**config.mk**
```make
export PLATFORM = sky130hd
export DESIGN_NAME = ccsm_ctrl
export DESIGN_NICKNAME = d
export VERILOG_FILES = /design/src/design/ccsm_pkg.sv /design/src/design/ccsm_ctrl.sv
export SDC_FILE = /design/constraint.sdc
export NUM_CORES = 1
export LEC_CHECK = 0
export BUFFER_PORTS_ARGS = -buffer_cell sky130_fd_sc_hd__buf_4
export CORE_MARGIN = 2
export CORE_UTILIZATION = 48
export DETAILED_ROUTE_END_ITERATION = 16
export PLACE_DENSITY = 0.71
export SYNTH_ARGS = -nofsm -noshare
export SYNTH_HDL_FRONTEND = slang
export SYNTH_SLANG_ARGS = --single-unit
```
**constraint.sdc**
```tcl
create_clock -name clk_i -period 2.1 [get_ports clk_i]
set_clock_uncertainty 0.15 [all_clocks]
set_input_delay 0.21 -clock clk_i [delete_from_list [all_inputs] [get_ports clk_i]]
set_output_delay 0.21 -clock clk_i [all_outputs]
set_load 0.02 [all_outputs]
```
**src/design/ccsm_pkg.sv**
```systemverilog
// Shared types and constants for the cluster cache slot manager.
// No dependencies; imported by the controller, the datapath and the top level.
`timescale 1ns / 1ps
`default_nettype none
package ccsm_pkg;

  localparam int DEF_SLOTS  = 64;
  localparam int CFG_IDX_W  = 1;
  localparam int CFG_DATA_W = 1;

  typedef enum logic [CFG_IDX_W-1:0] {
    CFG_WRITE_BACK = 1'd0,
    CFG_READ_ONLY  = 1'd1
  } cfg_idx_e;

  typedef enum logic [1:0] {
    MODE_ACQUIRE = 2'd0,
    MODE_RELEASE = 2'd1,
    MODE_DIRTY   = 2'd2,
    MODE_DELETE  = 2'd3
  } mode_e;

  typedef enum logic [3:0] {
    STS_HIT       = 4'd0,
    STS_FILL      = 4'd1,
    STS_CLEAN_EV  = 4'd2,
    STS_DIRTY_EV  = 4'd3,
    STS_FULL      = 4'd4,
    STS_RELEASED  = 4'd5,
    STS_DIRTIED   = 4'd6,
    STS_WRITE_THR = 4'd7,
    STS_READ_ONLY = 4'd8,
    STS_IGNORED   = 4'd9,
    STS_DELETED   = 4'd10
  } status_e;

  typedef enum logic [2:0] {
    SS_FREE    = 3'd0,
    SS_VALID   = 3'd1,
    SS_DIRTY_N = 3'd2,
    SS_DIRTY_U = 3'd3,
    SS_DELETED = 3'd4
  } sstate_e;

  typedef struct packed {
    logic [2:0]  state;
    logic [7:0]  users;
    logic [31:0] stamp;
    logic [15:0] device;
    logic [27:0] cluster;
  } entry_t;

  localparam int ENTRY_W = $bits(entry_t);

  typedef enum logic [2:0] {
    CS_IDLE,
    CS_SCAN,
    CS_ROT,
    CS_FETCH,
    CS_EXEC
  } ctrl_state_e;

  // controller to datapath
  typedef struct packed {
    logic load;
    logic issue;
    logic eval;
    logic rot_phase;
    logic start_rot;
    logic fetch;
    logic exec;
  } cmd_t;

  // datapath to controller
  typedef struct packed {
    logic need_rot;
    logic out_free;
  } sts_t;

endpackage
`default_nettype wire

```
**src/design/ccsm_ctrl.sv**
```systemverilog
// Controller state machine: sequences the tag scan, the rotating scan and
// the read-modify-write of one slot. Depends on ccsm_pkg.
`timescale 1ns / 1ps
`default_nettype none
module ccsm_ctrl #(
  parameter int SLOTS = ccsm_pkg::DEF_SLOTS
) (
  input  wire logic           clk_i,
  input  wire logic           rst_ni,
  input  wire logic           in_valid_i,
  input  wire logic [1:0]     mode_i,
  output logic                in_stall_o,
  input  wire ccsm_pkg::sts_t sts_i,
  output ccsm_pkg::cmd_t      cmd_o
);
  import ccsm_pkg::*;

  localparam int CW = $clog2(SLOTS + 1);

  ctrl_state_e     state_q, state_d;
  logic [CW-1:0]   cnt_q, cnt_d;
  logic            rd_v_q;
  logic            scan_done;

  assign scan_done = (cnt_q == CW'(SLOTS)) && !rd_v_q;

  // next state
  always_comb begin
    state_d = state_q;
    case (state_q)
      CS_IDLE: begin
        if (in_valid_i) begin
          if (mode_i == MODE_ACQUIRE || mode_i == MODE_DELETE) begin
            state_d = CS_SCAN;
          end else begin
            state_d = CS_FETCH;
          end
        end
      end
      CS_SCAN: begin
        if (scan_done) begin
          state_d = sts_i.need_rot ? CS_ROT : CS_FETCH;
        end
      end
      CS_ROT: begin
        if (scan_done) begin
          state_d = CS_FETCH;
        end
      end
      CS_FETCH: state_d = CS_EXEC;
      CS_EXEC: begin
        if (sts_i.out_free) begin
          state_d = CS_IDLE;
        end
      end
      default: state_d = CS_IDLE;
    endcase
  end

  // outputs
  always_comb begin
    cmd_o      = '0;
    in_stall_o = 1'b1;
    case (state_q)
      CS_IDLE: begin
        in_stall_o = 1'b0;
        cmd_o.load = in_valid_i;
      end
      CS_SCAN: begin
        cmd_o.issue     = (cnt_q < CW'(SLOTS));
        cmd_o.eval      = rd_v_q;
        cmd_o.start_rot = scan_done && sts_i.need_rot;
      end
      CS_ROT: begin
        cmd_o.issue     = (cnt_q < CW'(SLOTS));
        cmd_o.eval      = rd_v_q;
        cmd_o.rot_phase = 1'b1;
      end
      CS_FETCH: cmd_o.fetch = 1'b1;
      CS_EXEC:  cmd_o.exec  = sts_i.out_free;
      default:  cmd_o = '0;
    endcase
  end

  // scan counter: restart on a new transaction and on the rotating scan
  always_comb begin
    cnt_d = cnt_q;
    if (state_q == CS_IDLE || cmd_o.start_rot) begin
      cnt_d = '0;
    end else if (cmd_o.issue) begin
      cnt_d = cnt_q + CW'(1);
    end
  end

  always_ff @(posedge clk_i or negedge rst_ni) begin
    if (!rst_ni) begin
      state_q <= CS_IDLE;
      cnt_q   <= '0;
      rd_v_q  <= 1'b0;
    end else begin
      state_q <= state_d;
      cnt_q   <= cnt_d;
      rd_v_q  <= cmd_o.issue;
    end
  end

endmodule
`default_nettype wire

```
# Word-level counts from Yosys, hierarchy flattened
# Index checks and enable logic that the tools add are counted.
# word_totals
regBits	11
inputBits	7
output_inout_bits	8
# op_classes
order_cmp	1
eq_ne	10
addsub	1
mux	16
n_reduce_logical	10
# ops
op	n
one-hot mux 3 bit (5 select lines)	1
two-way mux 7 bit	2
two-way mux 3 bit	4
inequality test 2 bit, second input constant	4
adder 7 x 1 -> 7 bit, second input constant	1
equality test 7 bit, second input constant	1
less-than comparator 7 bit, second input constant	1
two-way mux 1 bit	7
equality test 3 x 2 -> 1 bit, second input constant	2
two-way mux 2 bit	2
AND reduction 4 bit	1
equality test 3 x 1 -> 1 bit, second input constant	1
equality test 3 bit, second input constant	1
zero test 3 bit	1
equality test 2 bit, second input constant	1
logical AND 1 bit	2
zero test 2 bit	1
logical OR 1 bit	2
nonzero test 2 bit	1
OR reduction 2 bit	1
zero test 1 bit	1

# Logic depth before layout (Yosys ltp)
# logic_depth
ltp_word	6
depth_mapped	5

# Worst setup path after synthesis
# OpenSTA, ideal clock, no wires.
# synth_path
kind	register to output
start	register cnt_q[0]
end	output cmd_o[2] in the netlist's numbering
stages_incl_launch_ff	6
required_time_ps	1740
path_buffers	0
arrival_time_ps	1637
slack_ps	103
path_cell_list	dfrtp_1 > inv_1 > ha_1 > and4bb_2 > nand2_1 > nor4_1
# synth_lines
element	line	source
start: declaration	ccsm_ctrl.sv:21	logic [CW-1:0] cnt_q, cnt_d;
start signal: assignment	ccsm_ctrl.sv:102	cnt_q <= cnt_d;
end: declaration	ccsm_ctrl.sv:14	output ccsm_pkg::cmd_t cmd_o

==> impl_metrics.json <==
{
  "status": "finished, final reports clean",
  "place_area_um2": 837,
  "rows": 14,
  "finalWorstSetupSlack_ns": 0.0734,
  "setup_tns_ns": 0,
  "gr-usage-all-layers_pct": 20.1,
  "ys_types": 34,
  "min_period_ns": 2.03,
  "synth_ff_type": "dfrtp_1",
  "synth_compound_area_share_pct": 18.7,
  "diodes": 0,
  "ir_drop_mv": 0.533,
  "most-common-layout-cells": "buf_4 (18), dfrtp_1 (11), nor3_1 (6), nor2_1 (6)",
  "post-place-ws_ns": 0.300,
  "seq_area_frac_synth_pct": 37.5,
  "netlist_area_um2": 734,
  "rrSetupSlack_ns": 0.20,
  "drv_cap": 0,
  "end_kind": "output port",
  "pwr-share-comb_pct": 52.3,
  "synth_top_family_by_area": "simple AND/OR/NAND/NOR gates",
  "areaGrowthSynthToFinish_pct": 25.4,
  "criticalPathCategory": "register to output port",
  "ys_ff_latch": 11,
  "dp.cells": 107,
  "numCtsBuffers": 3,
  "synth_top_area_cell": "dfrtp_1",
  "drt-vias-per-instance": 6.00,
  "synth_area_leaders": "dfrtp_1 (37%), nor3_1 (4.8%), a22oi_1 (4.1%)",
  "synth_edf_count": 0,
  "critPathLaunchType": "register",
  "gp_congestion": 0.835,
  "multi_input_area_um2": 424,
  "worstPathArrival_ns": 1.67,
  "syn_nets": 89,
  "finalHoldViolCount": 0,
  "p_switching_mw": 0.500,
  "grt_antenna_before_repair": 0,
  "path_buf_inv": 2,
  "finalPower_mw": 1.10,
  "num-fill-cells": 123,
  "cts_tree": "done",
  "drc": 0,
  "crit_family": "simple AND/OR/NAND/NOR gates",
  "instances_no_fill": 116,
  "pwr-share-seq_pct": 33.2,
  "synthMuxAreaShare_pct": 0,
  "grt_pass1_vias": 601,
  "die_w_um": 43.1,
  "synth_fa_ha_area_share_pct": 3.41,
  "setup_viol": 0,
  "yosysWarnings": 0,
  "wirelength_um": 1770,
  "grt_pass1_wl_um": 2740,
  "synth_area_per_cell_um2": 9.18,
  "worstPathMaxFanout": 4,
  "drtAntennaViolNets": 0,
  "crit_chain": "inv_2 > ha_1 > and4bb_2 > nand2_2 > nor4_2 > buf_4",
  "layout_commonest_cell": "buf_4",
  "clock_latency_ns": 0.29,
  "final_cell_area_um2": 921,
  "portBuffers": 14,
  "dieArea_um2": 1860,
  "ios": 15,
  "firstDrtPassIters": 4,
  "internal-power_mw": 0.597,
  "drive_gt1_share_pct": 30.0,
  "grt_overflow": 0,
  "synth_top_area_share_pct": 37.5,
  "p_sw_share_pct": 45.5,
  "yosys.area_share.simple_pct": 29.1,
  "wl_per_cell_um": 15.2,
  "holdCritPathClass": "input pin to register",
  "slew_headroom_pct": 70.7,
  "tightest_slew_ns": 0.437,
  "synthXorXnorAreaFrac_pct": 4.60,
  "cpPeakStageDelay_ns": 0.42,
  "regArea_um2": 275,
  "cp_slowest_cell": "dfrtp_1",
  "layout.nets": 110,
  "required_ns": 1.74,
  "drt_iter0_drc": 9,
  "via_count": 696,
  "timing.fmax_ghz": 0.493,
  "clk_pin_slew_ns": 0.08,
  "min_period_over_period_pct": 96.5,
  "detailed_place_hpwl_um": 1210,
  "htreeDepth": 1,
  "pwr_density_cell_nw_per_um2": 1190,
  "grt_max_degree": 16,
  "clock_power_share_pct": 14.5,
  "p_leak_nw": 0.412,
  "finalMaxSlewViolations": 0,
  "netlist_instances": 80,
  "cts_sinks": 11,
  "synthArstFlopShare_pct": 100,
  "cts_root_buf": "clkbuf_4",
  "clk_path_buf_depth": 2,
  "die-height_um": 43.1,
  "core_um2": 1470,
  "start_util_pct": 49.9
}
flip-flops by register name, indices dropped and copies added, names as in the netlist:
register / count
cnt_q: 7
rd_v_q: 1
state_q: 3
final cells by class:
cell class                      instances  area share (%)
Clock buffer                            3            2.45
Clock inverter                          1           0.543
Inverter                                5            2.04
Multi-Input combinational cell         60            46.1
Sequential cell                        11            29.9
Tap cell                               16            2.17
Timing Repair Buffer                   20            16.8
synthesized netlist by cell type, types with 2 or more instances:
library cell,n
dfrtp_1,11
nor3_1,7
nor2_1,6
inv_1,5
nand2_1,5
a22oi_1,4
nor4_1,4
nand3_1,3
a21o_1,2
a31o_2,2
a41oi_1,2
buf_4,2
ha_1,2
nor3b_1,2
nor4b_1,2
o31ai_1,2
xor2_1,2
tightest hold or removal path, cell delays in order:
cell and delay, ns:
buf_4 0.12, a21oi_1 0.12, o31ai_1 0.07
final timing paths:
| path | startpoint | to | cells after the start |
|---|---|---|---|
| setup / recovery | cnt_q[0] | cmd_o[2] | 6 |
| hold / removal | in_valid_i | state_q[1] | 3 |
| setup reg to reg | cnt_q[0] | cnt_q[4] | 5 |
| hold reg to reg | cnt_q[6] | rd_v_q | 1 |
| max in group asynchronous | rst_ni | cnt_q[0] | 2 |
| min in group asynchronous | rst_ni | state_q[1] | 2 |
metrics by stage:
stage / util (%) / hold slack (ns)
after CTS: 60.1 / 0.105
final: 62.6 / 0.107
after floorplan: - / -0.236
after detailed placement: 56.9 / -0.0959
after global routing: 62.6 / 0.150
after global placement: 56.9 / -0.0975
logic make-up after synthesis:
logic type,count (synthesis)
compound gates,18
xor+xnor,3
fa+ha+maj,2
buf+inv,9
flops,11
simple gates,37
power by group through the flow:
stage | Clock (mW) | Sequential, mW | Combinational, mW
finish | 0.159 | 0.364 | 0.574
global route | 0.170 | 0.374 | 0.634
CTS | 0.165 | 0.364 | 0.515
detailed placement | 0 | 0.368 | 0.509
global placement | 0 | 0.364 | 0.503
floorplan | 0 | 0.325 | 0.404
repair_timing:
action                                  4_1_cts  5_1_grt
endpoints found under the hold margin        12        0
buffers inserted                              0        3
pin swaps                                     1        1
hold buffers                                  2        0
endpoints found under the setup margin        1        1
gates resized for setup                       0        4
per-layer routing:
layer / vias up / global-route usage, % / share of wire [%]
li1: 344 / - / -
met1: 334 / 27.2 / 48
met2: 15 / 30.7 / 47
met3: 3 / 3.83 / 3.6
met4: 0 / 9.09 / 1.9
met5: - / 0 / 0
(Power assumes the default switching activity.)
